===== src/design/ttfe_pkg.sv =====
// Package for the battery time-to-full / time-to-empty estimator.
// Holds field widths, register indexes, arithmetic constants and the microcode ROM.
// No dependencies; every other design file imports it.
package ttfe_pkg;

	localparam int CAP_BITS_DEF = 20;
	localparam int WORD_W       = 16;
	localparam int SV1_W        = WORD_W + 1;
	localparam int VSTATE_W     = 2;
	localparam int DIR_W        = 2;
	localparam int CFG_IDX_W    = 4;

	// Divider geometry: divisor covers current*10, rated dividend is power*10000.
	localparam int DIV_VW       = 20;
	localparam int RATED_W      = 30;
	localparam int SCALE_W      = 14;

	localparam logic [SCALE_W-1:0] RATED_SCALE = 14'd10000;
	localparam logic [2:0]         CAP_MUL     = 3'd6;
	localparam logic [3:0]         TIME_DIV    = 4'd10;
	localparam logic [WORD_W-1:0]  TIME_MAX    = 16'hFFFF;
	localparam logic [WORD_W-1:0]  RATED_RESET = 16'd100;

	localparam logic signed [WORD_W-1:0] NEG_ONE = -16'sd1;
	localparam logic signed [WORD_W-1:0] POS_ONE = 16'sd1;

	localparam logic [CFG_IDX_W-1:0] REG_CHG_RATED_POWER = 4'd0;
	localparam logic [CFG_IDX_W-1:0] REG_DHG_RATED_POWER = 4'd1;

	localparam logic [VSTATE_W-1:0] VSTATE_OVER  = 2'd1;
	localparam logic [VSTATE_W-1:0] VSTATE_UNDER = 2'd2;

	localparam logic [DIR_W-1:0] DIR_CHARGE    = 2'd1;
	localparam logic [DIR_W-1:0] DIR_DISCHARGE = 2'd2;

	// Microcode operations.
	localparam logic [2:0] OP_IDLE  = 3'd0;
	localparam logic [2:0] OP_START = 3'd1;
	localparam logic [2:0] OP_WAIT  = 3'd2;
	localparam logic [2:0] OP_UPD   = 3'd3;
	localparam logic [2:0] OP_OUT   = 3'd4;
	localparam logic [2:0] OP_JMP   = 3'd5;

	// Operand selects: rated charge, rated discharge, time to full, time to empty.
	localparam logic [1:0] SEL_RC = 2'd0;
	localparam logic [1:0] SEL_RD = 2'd1;
	localparam logic [1:0] SEL_TF = 2'd2;
	localparam logic [1:0] SEL_TE = 2'd3;

	localparam int STEP_W = 4;

	localparam logic [STEP_W-1:0] STEP_IDLE = 4'd0;
	localparam logic [STEP_W-1:0] STEP_OUT  = 4'd11;

	typedef struct packed {
		logic [2:0]        op;
		logic [1:0]        sel;
		logic [STEP_W-1:0] tgt;
	} ctrl_word_t;

	function automatic ctrl_word_t ucode_rom(input logic [STEP_W-1:0] step);
		ctrl_word_t cw;
		unique case (step)
			4'd0:    cw = '{op: OP_IDLE,  sel: SEL_RC, tgt: STEP_OUT};
			4'd1:    cw = '{op: OP_START, sel: SEL_RC, tgt: STEP_IDLE};
			4'd2:    cw = '{op: OP_WAIT,  sel: SEL_RC, tgt: STEP_IDLE};
			4'd3:    cw = '{op: OP_START, sel: SEL_RD, tgt: STEP_IDLE};
			4'd4:    cw = '{op: OP_WAIT,  sel: SEL_RD, tgt: STEP_IDLE};
			4'd5:    cw = '{op: OP_START, sel: SEL_TF, tgt: STEP_IDLE};
			4'd6:    cw = '{op: OP_WAIT,  sel: SEL_TF, tgt: STEP_IDLE};
			4'd7:    cw = '{op: OP_UPD,   sel: SEL_TF, tgt: STEP_IDLE};
			4'd8:    cw = '{op: OP_START, sel: SEL_TE, tgt: STEP_IDLE};
			4'd9:    cw = '{op: OP_WAIT,  sel: SEL_TE, tgt: STEP_IDLE};
			4'd10:   cw = '{op: OP_UPD,   sel: SEL_TE, tgt: STEP_IDLE};
			4'd11:   cw = '{op: OP_OUT,   sel: SEL_RC, tgt: STEP_IDLE};
			default: cw = '{op: OP_JMP,   sel: SEL_RC, tgt: STEP_IDLE};
		endcase
		return cw;
	endfunction

endpackage


===== src/design/ttfe_if.sv =====
// Channel interfaces of the estimator: snapshot input, estimate output, register writes.
// Depends on ttfe_pkg for widths.
interface ttfe_snap_if #(parameter int CAP_BITS = ttfe_pkg::CAP_BITS_DEF);
	import ttfe_pkg::*;
	logic                       valid;
	logic                       ready;
	logic                       in_init;
	logic [CAP_BITS-1:0]        now_cap;
	logic [CAP_BITS-1:0]        total_cap;
	logic [WORD_W-1:0]          sum_volt;
	logic signed [WORD_W-1:0]   out_power;
	logic                       volt_high_limit;
	logic                       volt_low_limit;
	logic [VSTATE_W-1:0]        batt_volt_state;
	logic [DIR_W-1:0]           curr_dir;
	logic signed [WORD_W-1:0]   avg_current;
	logic [WORD_W-1:0]          chg_limit_curr;
	logic [WORD_W-1:0]          dhg_limit_curr;

	modport source (output valid, in_init, now_cap, total_cap, sum_volt, out_power,
		volt_high_limit, volt_low_limit, batt_volt_state, curr_dir, avg_current,
		chg_limit_curr, dhg_limit_curr, input ready);
	modport sink (input valid, in_init, now_cap, total_cap, sum_volt, out_power,
		volt_high_limit, volt_low_limit, batt_volt_state, curr_dir, avg_current,
		chg_limit_curr, dhg_limit_curr, output ready);
endinterface

interface ttfe_est_if;
	import ttfe_pkg::*;
	logic              valid;
	logic              ready;
	logic [WORD_W-1:0] time_to_full;
	logic [WORD_W-1:0] time_to_empty;

	modport source (output valid, time_to_full, time_to_empty, input ready);
	modport sink (input valid, time_to_full, time_to_empty, output ready);
endinterface

interface ttfe_cfg_if;
	import ttfe_pkg::*;
	logic                 valid;
	logic                 ready;
	logic [CFG_IDX_W-1:0] index;
	logic [WORD_W-1:0]    data;

	modport source (output valid, index, data, input ready);
	modport sink (input valid, index, data, output ready);
endinterface


===== src/design/battery_time_to_full_empty_estimator.sv =====
// Top level of the battery time-to-full / time-to-empty estimator.
// Depends on ttfe_pkg, the channel interfaces in ttfe_if.sv and the divider ttfe_div.
//
// A snapshot transfer on the snapshot channel starts one estimate; each snapshot gives
// exactly one transfer on the estimate channel with the smoothed time to full and time
// to empty in minutes. Rated charge and discharge power are written on the cfg channel,
// which is always ready, by register index 0 and 1; the user must write them only while
// no snapshot is in flight, as the block itself does not enforce it.
// A microcoded sequencer steps through a twelve-word program. It runs four divisions on
// one shared divider that retires two quotient bits per cycle; the divider width is
// DW = max(30, CAP_BITS + 3) rounded up to even. The next snapshot is taken only after
// the last one's estimate has gone into the output register. A snapshot marked as
// init skips the divisions and goes straight to the output step with the held
// estimates.
// The estimate sits in an output register: while the receiver stalls, the next snapshot
// is already worked on, and only its final step waits for the register to drain.
// Reset clears both estimates to zero, sets both rated powers to 100 and empties the
// output register.
module battery_time_to_full_empty_estimator #(
	parameter int CAP_BITS = ttfe_pkg::CAP_BITS_DEF
) (
	input logic           clk,
	input logic           arst_n,
	ttfe_snap_if.sink     snapshot,
	ttfe_est_if.source    estimate,
	ttfe_cfg_if.sink      cfg
);
	import ttfe_pkg::*;

	localparam int CAP6_W = CAP_BITS + 3;
	localparam int DW_RAW = (CAP6_W > RATED_W) ? CAP6_W : RATED_W;
	localparam int DW     = DW_RAW + (DW_RAW % 2);

	logic [STEP_W-1:0]   step_q, step_n;
	ctrl_word_t          cw;

	logic [WORD_W-1:0]   chg_pw_q, dhg_pw_q;
	logic [WORD_W-1:0]   full_q, empty_q;
	logic                out_valid_q;
	logic [WORD_W-1:0]   out_full_q, out_empty_q;

	logic [CAP_BITS-1:0] chg_cap_q, dhg_cap_q;
	logic [SV1_W-1:0]    sv1_q;
	logic                meas_chg_q, meas_dhg_q;
	logic [WORD_W-1:0]   chg_curr_q, dhg_curr_q;
	logic [WORD_W-1:0]   chg_lim_q, dhg_lim_q;
	logic [DW-1:0]       raw_q;

	logic                snap_xfer, out_free;
	logic                over_v, under_v, meas_chg, meas_dhg;
	logic [CAP_BITS-1:0] chg_cap;

	logic                div_start, div_busy;
	logic [DW-1:0]       div_dividend, div_quotient;
	logic [DIV_VW-1:0]   div_divisor;
	logic [RATED_W-1:0]  rated_prod;
	logic [CAP6_W-1:0]   cap_prod;
	logic [DIV_VW-1:0]   curr_prod;

	logic [WORD_W-1:0]   upd_old, upd_curr, upd_lim, upd_new;
	logic [DW:0]         upd_sum;
	logic [DW-1:0]       upd_mean;

	assign cw        = ucode_rom(step_q);
	assign snapshot.ready = (cw.op == OP_IDLE);
	assign snap_xfer = snapshot.valid && snapshot.ready;
	assign out_free  = !out_valid_q || estimate.ready;
	assign cfg.ready = 1'b1;

	// Snapshot decoding.
	always_comb begin
		over_v  = snapshot.volt_high_limit || (snapshot.batt_volt_state == VSTATE_OVER);
		under_v = snapshot.volt_low_limit || (snapshot.batt_volt_state == VSTATE_UNDER);
		chg_cap = (snapshot.total_cap >= snapshot.now_cap) ?
			snapshot.total_cap - snapshot.now_cap : '0;
		meas_chg = (snapshot.curr_dir == DIR_CHARGE) && (snapshot.out_power < NEG_ONE) &&
			(snapshot.avg_current < NEG_ONE);
		meas_dhg = (snapshot.curr_dir == DIR_DISCHARGE) && (snapshot.out_power > POS_ONE) &&
			(snapshot.avg_current > POS_ONE);
	end

	// Sequencing.
	always_comb begin
		step_n = step_q;
		unique case (cw.op)
			OP_IDLE: begin
				if (snap_xfer) begin
					step_n = snapshot.in_init ? cw.tgt : step_q + STEP_W'(1);
				end
			end
			OP_START, OP_UPD: step_n = step_q + STEP_W'(1);
			OP_WAIT: begin
				if (!div_busy) begin
					step_n = step_q + STEP_W'(1);
				end
			end
			OP_OUT: begin
				if (out_free) begin
					step_n = cw.tgt;
				end
			end
			OP_JMP:  step_n = cw.tgt;
			default: step_n = STEP_IDLE;
		endcase
	end

	// Divider operand selection.
	always_comb begin
		rated_prod = RATED_W'(chg_pw_q) * RATED_W'(RATED_SCALE);
		cap_prod   = CAP6_W'(chg_cap_q) * CAP6_W'(CAP_MUL);
		curr_prod  = DIV_VW'(chg_curr_q) * DIV_VW'(TIME_DIV);
		unique case (cw.sel)
			SEL_RC: begin
				rated_prod = RATED_W'(chg_pw_q) * RATED_W'(RATED_SCALE);
			end
			SEL_RD: begin
				rated_prod = RATED_W'(dhg_pw_q) * RATED_W'(RATED_SCALE);
			end
			SEL_TF: begin
				cap_prod  = CAP6_W'(chg_cap_q) * CAP6_W'(CAP_MUL);
				curr_prod = DIV_VW'(chg_curr_q) * DIV_VW'(TIME_DIV);
			end
			SEL_TE: begin
				cap_prod  = CAP6_W'(dhg_cap_q) * CAP6_W'(CAP_MUL);
				curr_prod = DIV_VW'(dhg_curr_q) * DIV_VW'(TIME_DIV);
			end
		endcase
		if (cw.sel == SEL_RC || cw.sel == SEL_RD) begin
			div_dividend = DW'(rated_prod);
			div_divisor  = DIV_VW'(sv1_q);
		end else begin
			div_dividend = DW'(cap_prod);
			div_divisor  = curr_prod;
		end
		div_start = (cw.op == OP_START);
	end

	ttfe_div #(
		.DW (DW),
		.VW (DIV_VW)
	) u_div (
		.clk      (clk),
		.arst_n   (arst_n),
		.start    (div_start),
		.dividend (div_dividend),
		.divisor  (div_divisor),
		.busy     (div_busy),
		.quotient (div_quotient)
	);

	// Estimate update: TIME_MAX at zero current, one in the last minute, else mean with old.
	always_comb begin
		if (cw.sel == SEL_TF) begin
			upd_old  = full_q;
			upd_curr = chg_curr_q;
			upd_lim  = chg_lim_q;
		end else begin
			upd_old  = empty_q;
			upd_curr = dhg_curr_q;
			upd_lim  = dhg_lim_q;
		end
		upd_sum  = (DW + 1)'(upd_old) + (DW + 1)'(raw_q);
		upd_mean = upd_sum[DW:1];
		priority if (upd_curr == '0) begin
			upd_new = TIME_MAX;
		end else if (raw_q <= DW'(1) && upd_lim != '0) begin
			upd_new = WORD_W'(1);
		end else if (upd_mean > DW'(TIME_MAX)) begin
			upd_new = TIME_MAX;
		end else begin
			upd_new = upd_mean[WORD_W-1:0];
		end
	end

	always_ff @(posedge clk or negedge arst_n) begin
		if (!arst_n) begin
			step_q      <= STEP_IDLE;
			chg_pw_q    <= RATED_RESET;
			dhg_pw_q    <= RATED_RESET;
			full_q      <= '0;
			empty_q     <= '0;
			out_valid_q <= 1'b0;
		end else begin
			step_q <= step_n;
			if (cfg.valid && cfg.ready) begin
				if (cfg.index == REG_CHG_RATED_POWER) begin
					chg_pw_q <= cfg.data;
				end else if (cfg.index == REG_DHG_RATED_POWER) begin
					dhg_pw_q <= cfg.data;
				end
			end
			if (cw.op == OP_UPD) begin
				if (cw.sel == SEL_TF) begin
					full_q <= upd_new;
				end else begin
					empty_q <= upd_new;
				end
			end
			if (cw.op == OP_OUT && out_free) begin
				out_valid_q <= 1'b1;
			end else if (estimate.ready) begin
				out_valid_q <= 1'b0;
			end
		end
	end

	always_ff @(posedge clk) begin
		if (snap_xfer) begin
			chg_cap_q  <= over_v ? '0 : chg_cap;
			dhg_cap_q  <= under_v ? '0 : snapshot.now_cap;
			sv1_q      <= SV1_W'(snapshot.sum_volt) + SV1_W'(1);
			meas_chg_q <= meas_chg;
			meas_dhg_q <= meas_dhg;
			chg_curr_q <= WORD_W'(-snapshot.avg_current);
			dhg_curr_q <= snapshot.avg_current;
			chg_lim_q  <= snapshot.chg_limit_curr;
			dhg_lim_q  <= snapshot.dhg_limit_curr;
		end
		if (cw.op == OP_WAIT && !div_busy) begin
			unique case (cw.sel)
				SEL_RC: begin
					if (!meas_chg_q) begin
						chg_curr_q <= div_quotient[WORD_W-1:0];
					end
				end
				SEL_RD: begin
					if (!meas_dhg_q) begin
						dhg_curr_q <= div_quotient[WORD_W-1:0];
					end
				end
				SEL_TF, SEL_TE: raw_q <= div_quotient;
			endcase
		end
		if (cw.op == OP_OUT && out_free) begin
			out_full_q  <= full_q;
			out_empty_q <= empty_q;
		end
	end

	assign estimate.valid         = out_valid_q;
	assign estimate.time_to_full  = out_full_q;
	assign estimate.time_to_empty = out_empty_q;

endmodule


===== src/design/ttfe_div.sv =====
// Unsigned restoring divider, two quotient bits per cycle, shared by all estimator divisions.
// Depends on ttfe_pkg only through the import convention; widths come from parameters.
module ttfe_div #(
	parameter int DW = 30,
	parameter int VW = 20
) (
	input  logic          clk,
	input  logic          arst_n,
	input  logic          start,
	input  logic [DW-1:0] dividend,
	input  logic [VW-1:0] divisor,
	output logic          busy,
	output logic [DW-1:0] quotient
);
	import ttfe_pkg::*;

	localparam int ITER = DW / 2;
	localparam int CW   = $clog2(ITER + 1);

	logic [DW-1:0] acc_q;
	logic [VW-1:0] rem_q;
	logic [VW-1:0] dvs_q;
	logic [CW-1:0] cnt_q;
	logic          busy_q;

	logic [VW:0]   t1, t2;
	logic          ge1, ge2;
	logic [VW-1:0] r1, r2;

	always_comb begin
		t1  = {rem_q, acc_q[DW-1]};
		ge1 = t1 >= {1'b0, dvs_q};
		r1  = ge1 ? VW'(t1 - {1'b0, dvs_q}) : t1[VW-1:0];
		t2  = {r1, acc_q[DW-2]};
		ge2 = t2 >= {1'b0, dvs_q};
		r2  = ge2 ? VW'(t2 - {1'b0, dvs_q}) : t2[VW-1:0];
	end

	always_ff @(posedge clk or negedge arst_n) begin
		if (!arst_n) begin
			busy_q <= 1'b0;
			cnt_q  <= '0;
		end else if (start) begin
			busy_q <= 1'b1;
			cnt_q  <= CW'(ITER);
		end else if (busy_q) begin
			cnt_q <= cnt_q - CW'(1);
			if (cnt_q == CW'(1)) begin
				busy_q <= 1'b0;
			end
		end
	end

	always_ff @(posedge clk) begin
		if (start) begin
			acc_q <= dividend;
			rem_q <= '0;
			dvs_q <= divisor;
		end else if (busy_q) begin
			acc_q <= {acc_q[DW-3:0], ge1, ge2};
			rem_q <= r2;
		end
	end

	assign busy     = busy_q;
	assign quotient = acc_q;

endmodule


===== src/flat_wrapper.sv =====
// flat-port wrapper written by rule: the top's interface ports become plain ports
module battery_time_to_full_empty_estimator_flat import ttfe_pkg::*;
#(
	parameter int CAP_BITS = ttfe_pkg::CAP_BITS_DEF
)
  (clk, arst_n, snapshot_valid, snapshot_in_init, snapshot_now_cap, snapshot_total_cap, snapshot_sum_volt, snapshot_out_power, snapshot_volt_high_limit, snapshot_volt_low_limit, snapshot_batt_volt_state, snapshot_curr_dir, snapshot_avg_current, snapshot_chg_limit_curr, snapshot_dhg_limit_curr, snapshot_ready, estimate_valid, estimate_time_to_full, estimate_time_to_empty, estimate_ready, cfg_valid, cfg_index, cfg_data, cfg_ready);
  ttfe_snap_if #(.CAP_BITS(CAP_BITS)) snapshot_i ();
  ttfe_est_if estimate_i ();
  ttfe_cfg_if cfg_i ();
  input logic clk;
  input logic arst_n;
  input wire logic [$bits(snapshot_i.valid)-1:0] snapshot_valid;
  input wire logic [$bits(snapshot_i.in_init)-1:0] snapshot_in_init;
  input wire logic [$bits(snapshot_i.now_cap)-1:0] snapshot_now_cap;
  input wire logic [$bits(snapshot_i.total_cap)-1:0] snapshot_total_cap;
  input wire logic [$bits(snapshot_i.sum_volt)-1:0] snapshot_sum_volt;
  input wire logic [$bits(snapshot_i.out_power)-1:0] snapshot_out_power;
  input wire logic [$bits(snapshot_i.volt_high_limit)-1:0] snapshot_volt_high_limit;
  input wire logic [$bits(snapshot_i.volt_low_limit)-1:0] snapshot_volt_low_limit;
  input wire logic [$bits(snapshot_i.batt_volt_state)-1:0] snapshot_batt_volt_state;
  input wire logic [$bits(snapshot_i.curr_dir)-1:0] snapshot_curr_dir;
  input wire logic [$bits(snapshot_i.avg_current)-1:0] snapshot_avg_current;
  input wire logic [$bits(snapshot_i.chg_limit_curr)-1:0] snapshot_chg_limit_curr;
  input wire logic [$bits(snapshot_i.dhg_limit_curr)-1:0] snapshot_dhg_limit_curr;
  output wire logic [$bits(snapshot_i.ready)-1:0] snapshot_ready;
  output wire logic [$bits(estimate_i.valid)-1:0] estimate_valid;
  output wire logic [$bits(estimate_i.time_to_full)-1:0] estimate_time_to_full;
  output wire logic [$bits(estimate_i.time_to_empty)-1:0] estimate_time_to_empty;
  input wire logic [$bits(estimate_i.ready)-1:0] estimate_ready;
  input wire logic [$bits(cfg_i.valid)-1:0] cfg_valid;
  input wire logic [$bits(cfg_i.index)-1:0] cfg_index;
  input wire logic [$bits(cfg_i.data)-1:0] cfg_data;
  output wire logic [$bits(cfg_i.ready)-1:0] cfg_ready;
  assign snapshot_i.valid = snapshot_valid;
  assign snapshot_i.in_init = snapshot_in_init;
  assign snapshot_i.now_cap = snapshot_now_cap;
  assign snapshot_i.total_cap = snapshot_total_cap;
  assign snapshot_i.sum_volt = snapshot_sum_volt;
  assign snapshot_i.out_power = snapshot_out_power;
  assign snapshot_i.volt_high_limit = snapshot_volt_high_limit;
  assign snapshot_i.volt_low_limit = snapshot_volt_low_limit;
  assign snapshot_i.batt_volt_state = snapshot_batt_volt_state;
  assign snapshot_i.curr_dir = snapshot_curr_dir;
  assign snapshot_i.avg_current = snapshot_avg_current;
  assign snapshot_i.chg_limit_curr = snapshot_chg_limit_curr;
  assign snapshot_i.dhg_limit_curr = snapshot_dhg_limit_curr;
  assign snapshot_ready = snapshot_i.ready;
  assign estimate_valid = estimate_i.valid;
  assign estimate_time_to_full = estimate_i.time_to_full;
  assign estimate_time_to_empty = estimate_i.time_to_empty;
  assign estimate_i.ready = estimate_ready;
  assign cfg_i.valid = cfg_valid;
  assign cfg_i.index = cfg_index;
  assign cfg_i.data = cfg_data;
  assign cfg_ready = cfg_i.ready;
  battery_time_to_full_empty_estimator #(.CAP_BITS(CAP_BITS)) u_core (.clk(clk), .arst_n(arst_n), .snapshot(snapshot_i), .estimate(estimate_i), .cfg(cfg_i));
endmodule

===== config.mk =====
export PLATFORM = sky130hd
export DESIGN_NAME = battery_time_to_full_empty_estimator_flat
export DESIGN_NICKNAME = d
export VERILOG_FILES = /design/src/design/ttfe_pkg.sv /design/src/design/ttfe_if.sv /design/src/design/battery_time_to_full_empty_estimator.sv /design/src/design/ttfe_div.sv /design/src/flat_wrapper.sv
export SDC_FILE = /design/constraint.sdc
export NUM_CORES = 1
export LEC_CHECK = 0
export ABC_CLOCK_PERIOD_IN_PS = 7300
export BUFFER_PORTS_ARGS = -buffer_cell sky130_fd_sc_hd__buf_4
export CORE_MARGIN = 4
export CORE_UTILIZATION = 63
export CTS_CLUSTER_DIAMETER = 50
export DETAILED_ROUTE_END_ITERATION = 10
export PLACE_DENSITY = 0.91
export SETUP_SLACK_MARGIN = 0.05
export SYNTH_ARGS = -nofsm -noshare
export SYNTH_HDL_FRONTEND = slang
export SYNTH_SLANG_ARGS = --single-unit

===== constraint.sdc =====
create_clock -name clk -period 7.3 [get_ports clk]
set_clock_uncertainty 0.1 [all_clocks]
set_input_delay 2.19 -clock clk [delete_from_list [all_inputs] [get_ports clk]]
set_output_delay 2.19 -clock clk [all_outputs]
set_load 0.05 [all_outputs]

* Yosys cells after proc, flatten, opt, wreduce, memory -nomap -nowiden *
Memories as Yosys holds them, arrays and structs flattened.
Cells that the tools add are included.

operators by class
  add/sub/neg operators = 8
  multiply operators = 6
  $lt $le $gt $ge = 9
  eq/ne operators = 17
  multiplexer cells = 35
  bitwise gates (word level) = 3
  reductions and logical operators = 30

operators with widths
  cell                                                         number
  2-to-1 mux 16 bit                                            14
  2-to-1 mux 30 bit                                            4
  2-to-1 mux 20 bit                                            3
  subtractor 20 bit                                            3
  multiplier 16 x 10 -> 26 bit, second input constant          2
  multiplier 20 x 2 -> 22 bit, second input constant           2
  >= comparator 21 x 20 -> 1 bit                               2
  multiplier 16 x 3 -> 19 bit, second input constant           2
  > comparator 16 x 2 -> 1 bit, second input constant          2
  less-than comparator 16 x 1 -> 1 bit, second input constant  2
  adder 16 x 30 -> 31 bit                                      1
  > comparator 30 x 16 -> 1 bit, second input constant         1
  <= comparator 30 x 1 -> 1 bit, second input constant         1
  2-to-1 mux 4 bit                                             6
  2-to-1 mux 23 bit                                            1
  >= comparator 20 bit                                         1
  case mux 4 bit (5 select lines)                              1
  adder 16 x 1 -> 17 bit, second input constant                1
  2-to-1 mux 17 bit                                            1
  logical NOT 16 bit                                           1
  negation 16 bit                                              1
  nonzero test 16 bit                                          1
  == test 2 bit, second input constant                         4
  == test 4 x 1 -> 1 bit, second input constant                2
  20 further kinds                                             49

storage, ports and cells
  bits in registers = 329
  ROM bits = 128
  bits of input ports = 152
  output and inout bits = 35
  logic and storage cells = 133
  memories = 1

memories
  name              depth  bits a word  read ports  clocked after memory_dff  wr ports  RTL line        text
  (name not given)  16     8            1           0                         0         ttfe_pkg.sv:63  unique case (step)

* Logic depth before layout (Yosys ltp) *
An unclocked memory read counts as a cell.

  word-level depth = 8
  mapped depth = 22
  mapped depth without buffers = 21

* Cells and area by module *
A second synthesis with hierarchy kept.

unflattened totals
  cell total of the unflattened synthesis = 2771
  area, all modules = 26565.5 um^2

modules (own cells, without submodules)
  module                                times used  cells an instance  area an instance (um^2)  sequential area each (um^2)
  battery_time_to_full_empty_estimator  1           2258               21271.7                  6969.2
  ttfe_div                              1           513                5293.8                   2026.9

* Worst setup path before layout *
No wires, ideal clock.

  path kind = in2reg
  start = input estimate_ready
  end = register u_core.out_empty_q[0], in the netlist u_core.estimate.time_to_empty[0], enable pin
  setup time = 0.513 ns
  data arrival time = 5.695 ns
  required time = 6.687 ns
  path slack = 0.992 ns
  stages on the path = 2
  path buffers = 0
  path through = nand2b_1 > nor4b_1

between the ends
  word-level cells in the longest chain between the ends = 2

RTL lines
  what                  RTL line                                     text
  start, declared       flat_wrapper.sv:29                           input wire logic [$bits(estimate_i.ready)-1:0] estimate_ready;
  logical OR 1 bit      battery_time_to_full_empty_estimator.sv:67   assign out_free = !out_valid_q || estimate.ready;
  logical AND 1 bit     battery_time_to_full_empty_estimator.sv:234  if (cw.op == OP_OUT && out_free) begin
  end signal, assigned  battery_time_to_full_empty_estimator.sv:236  out_empty_q <= empty_q;
  end, declared         battery_time_to_full_empty_estimator.sv:40   logic [WORD_W-1:0] out_full_q, out_empty_q;

No other way between the ends.
A chain may end at the register's enable or synchronous reset.

* Worst setup path in the final report *
  start = register u_core.u_div.dvs_q[4]
  end = register u_core.u_div.rem_q[0]

between the ends
  word-level cells in the longest chain between the ends = 4
  elaborated cells between the ends (all ways) = 5
  classes of those cells = 1 x add/sub; 2 x order compare; 2 x mux

RTL lines
  what                                                                        RTL line                        text
  start, declared                                                             ttfe_div.sv:22                  logic [VW-1:0] dvs_q;
  start signal, assigned                                                      ttfe_div.sv:58                  dvs_q <= divisor;
  subtractor 20 bit / >= comparator 21 x 20 -> 1 bit (equally long branches)  ttfe_div.sv:33, ttfe_div.sv:32
  2-to-1 mux 20 bit                                                           ttfe_div.sv:33                  r1 = ge1 ? VW'(t1 - {1'b0, dvs_q}) : t1[VW-1:0];
  >= comparator 21 x 20 -> 1 bit *                                            ttfe_div.sv:35                  ge2 = t2 >= {1'b0, dvs_q};
  2-to-1 mux 20 bit *                                                         ttfe_div.sv:36                  r2 = ge2 ? VW'(t2 - {1'b0, dvs_q}) : t2[VW-1:0];
  end signal, assigned                                                        ttfe_div.sv:61                  rem_q <= r2;
  end, declared                                                               ttfe_div.sv:21                  logic [VW-1:0] rem_q;

Every way passes the cells marked *; elsewhere a longest branch is shown, timed or not.

==> run metrics <==
reg2reg start=u_core.u_div.dvs_q[4]$_DFFE_PP_; post-CTS sizing=0; GRT met3 Usage=7.23%; CTS max path bufs=3; GRT Resource Usage Total=a little under a third; ranking of synthesized cells by area=edfxtp_1 (23%), ha_1 (15%), dfrtp_1 (6.3%), fa_1 (5.8%), a21oi_1 (4.4%); via/cell ratio=6.36; Post-synth top flop=edfxtp_1; Period minus WS final=roughly 6100 ps; Syn Nets=3453; GR Overflow Total=0; core area=42000 µm²; largest net degree at the start of global routing=72; Root Buffer=clkbuf_16; unique cell type count in the Yosys netlist=80; vias=23100; IO Pins=roughly 190; layout cells sized above 1=approximately 12%; worst path arrival time=6490 ps; crit path max fanout=21; setup violators final=0; clock slew at reported path FFs=60 ps; post-synth top area cell=edfxtp_1; GR peak layer=met2; r2r endpoint=u_core.u_div.rem_q[0]$_SDFFE_PP0P_; crit share post-route=83.4%; drc violations=0; Iter 0 DRT Violations=2241; dpl hpwl=about 56000 µm; # diodes=0; Mapped Cells=roughly 2900; Least-Margin Pin Slew=1330 ps; Post-Route WL=about 73000 µm; syn avg cell area=9.28 µm²; Hold-fix buffers, CTS=0; ANT nets after route=0; area grow syn2layout=12.1%; cell depth of the worst flop-to-flop path=21; most numerous cell in the Yosys netlist=ha_1; Worst Min Path Start=u_core.u_div.quotient[24]$_DFFE_PP_; Async S/R FF share, synth=between 20 and 25%; CTS tree=yes; Final #Nets=3614; Die ar.=46000 µm²; row count=75; final hold viol count=0; hold depth=0; FF-to-FF setup slack=1210 ps; first-pass GRT wire length=roughly 120000 µm; CTS Buf Count=41; setup bufs post-CTS=0; Slew headroom=11.3%; PortBufs=between 150 and 200; Setup CP Type=reg2reg; Worst-Skew Late Latency=~580 ps; status=finished, final reports clean; Max Cap Viol=0; post-synth top area share=22.7%; Post-Syn Area=approximately 27000 µm²; GP Congestion=0.992; #FFs+latches synth=about 330; number of iterations in the first detailed-routing pass=7; hold endpoint=u_core.raw_q[24]$_DFFE_PP_; Max Slew Vio Count=0; CP startpoint kind=register; chip width=between 200 and 250 µm; setup TNS=0 ps; Wirelength per Cell=approximately 20 µm; Post-synth EDFFs=between 200 and 250; Ys Warns=0; vias in the first global route=between 20000 and 25000; Initial Util=about 64%; Worst Setup End Kind=register; RSZ-0062 raised after global routing=no; fin util=just over 70%; top cells by count, synth=ha_1 (330), inv_1 (302), a21oi_1 (238), nand2_1 (238), edfxtp_1 (203); Chip Height=approximately 210 µm; initial antenna violation count=0; f_max=0.164 GHz; # clock sinks=around 330; register area share after synthesis=between 30% and 40%; H-tree levels=2; met1 track demand over resource=roughly two fifths; Worst EP required=about 7700 ps; class of the worst hold path=reg2reg; GRT met2 Usage=50.9%
==> state kept, by name, summed over array words and instances (netlist names), 17 cells and up <==
name,cells
u_core.u_div.dvs_q,20
u_core.raw_q,30
u_core.u_div.rem_q,20
u_core.dhg_cap_q,20
u_core.sv1_q,17
u_core.chg_cap_q,20
u_core.u_div.quotient,30
==> placed cells by master, fill, tap and decap left out, drive strengths merged, types with 9 or more instances in the layout <==
cell,count
nor4,36
or2,13
clkbuf,51
inv,311
nand4,30
nand3,58
a21oi,238
a21boi,9
o221ai,11
o21bai,24
xnor2,97
nor2,191
nand2b,19
mux2,44
o21ai,167
nand2,238
and2,32
o211ai,11
nor2b,10
o21a,20
xor2,75
o31ai,22
buf,205
dfrtp,68
nor3,95
a21o,67
dfxtp,52
or3,20
ha,330
mux2i,50
and3,30
a211oi,19
a31oi,29
fa,78
clkinv,11
edfxtp,203
==> stage by stage <==
step                      cell area (µm²)  worst slack, ps  hold WS (ps)  std cells
final                               30100             1210           335       3625
after global routing                30100              830           346       3625
after CTS                           30100             1250           334       3625
after detailed placement            28800             1300           324       3550
after global placement              28800             1440           330       3550
after floorplan                     26800              992           317       2893
==> area by class of cell <==
type,instances,area [µm²]
Inverter,302,1130
Timing Repair Buffer,205,1540
Multi-Input combinational cell,2175,16400
Fill cell,3010,11900
Tap cell,539,674
Clock inverter,24,267
Sequential cell,329,9000
Clock buffer,51,1070
==> worst max path at each step <==
stage | start | end | slack, ps | cells after the start
global placement | u_core.u_div.dvs_q[4]$_DFFE_PP_ | u_core.u_div.rem_q[0]$_SDFFE_PP0P_ | 1440 | 21
CTS | u_core.u_div.dvs_q[4]$_DFFE_PP_ | u_core.u_div.rem_q[0]$_SDFFE_PP0P_ | 1250 | 21
floorplan | estimate_ready | u_core.estimate.time_to_empty[0]$_DFFE_PP_ | 990 | 2
detailed placement | u_core.u_div.dvs_q[4]$_DFFE_PP_ | u_core.u_div.rem_q[0]$_SDFFE_PP0P_ | 1300 | 21
global route | u_core.step_q[0]$_DFFE_PN0P_ | u_core.full_q[10]$_DFFE_PN0P_ | 830 | 18
finish | u_core.u_div.dvs_q[4]$_DFFE_PP_ | u_core.u_div.rem_q[0]$_SDFFE_PP0P_ | 1210 | 21
==> routing by layer <==
layer | share of wire (%) | vias up
met1 | 40 | 10900
met4 | 4.5 | 0
met5 | 0 | -
li1 | - | 10700
met3 | 9.8 | 242
met2 | 46 | 1221
==> kinds of logic (layout without fill, tap and decap cells) <==
kind of cell | after synthesis | after routing | synth area share (%)
AO/OA/AOI/OAI | 693 | 693 | 16.0
multiplexers | 94 | 94 | 3.71
other | 1 | 1 | 0.0140
adder cells (fa/ha/maj) | 408 | 408 | 21.2
XOR/XNOR | 172 | 172 | 5.61
flip-flops | 329 | 329 | 33.5
AND/OR/NAND/NOR | 807 | 807 | 14.4
buffers and inverters | 389 | 582 | 5.58
==> worst max-delay path: stages (launching register included) <==
cell and delay (ps):
edfxtp_1 360, inv_1 90, ha_1 290, a21o_1 200
a21oi_1 210, a31oi_1 170, o21ai_1 310, a211oi_1 190
o31ai_2 740, buf_4 360, mux2_2 390, ha_1 330
a21o_1 170, a21o_1 170, a21o_1 190, nor4_1 430
nor2_1 140, o2111ai_1 310, o311ai_4 140, buf_4 290
mux2_2 310, a21oi_1 130
Power is left out: the tool's default activity adds up to more than one toggle a clock period on the data nets, which glitch-free logic cannot reach.
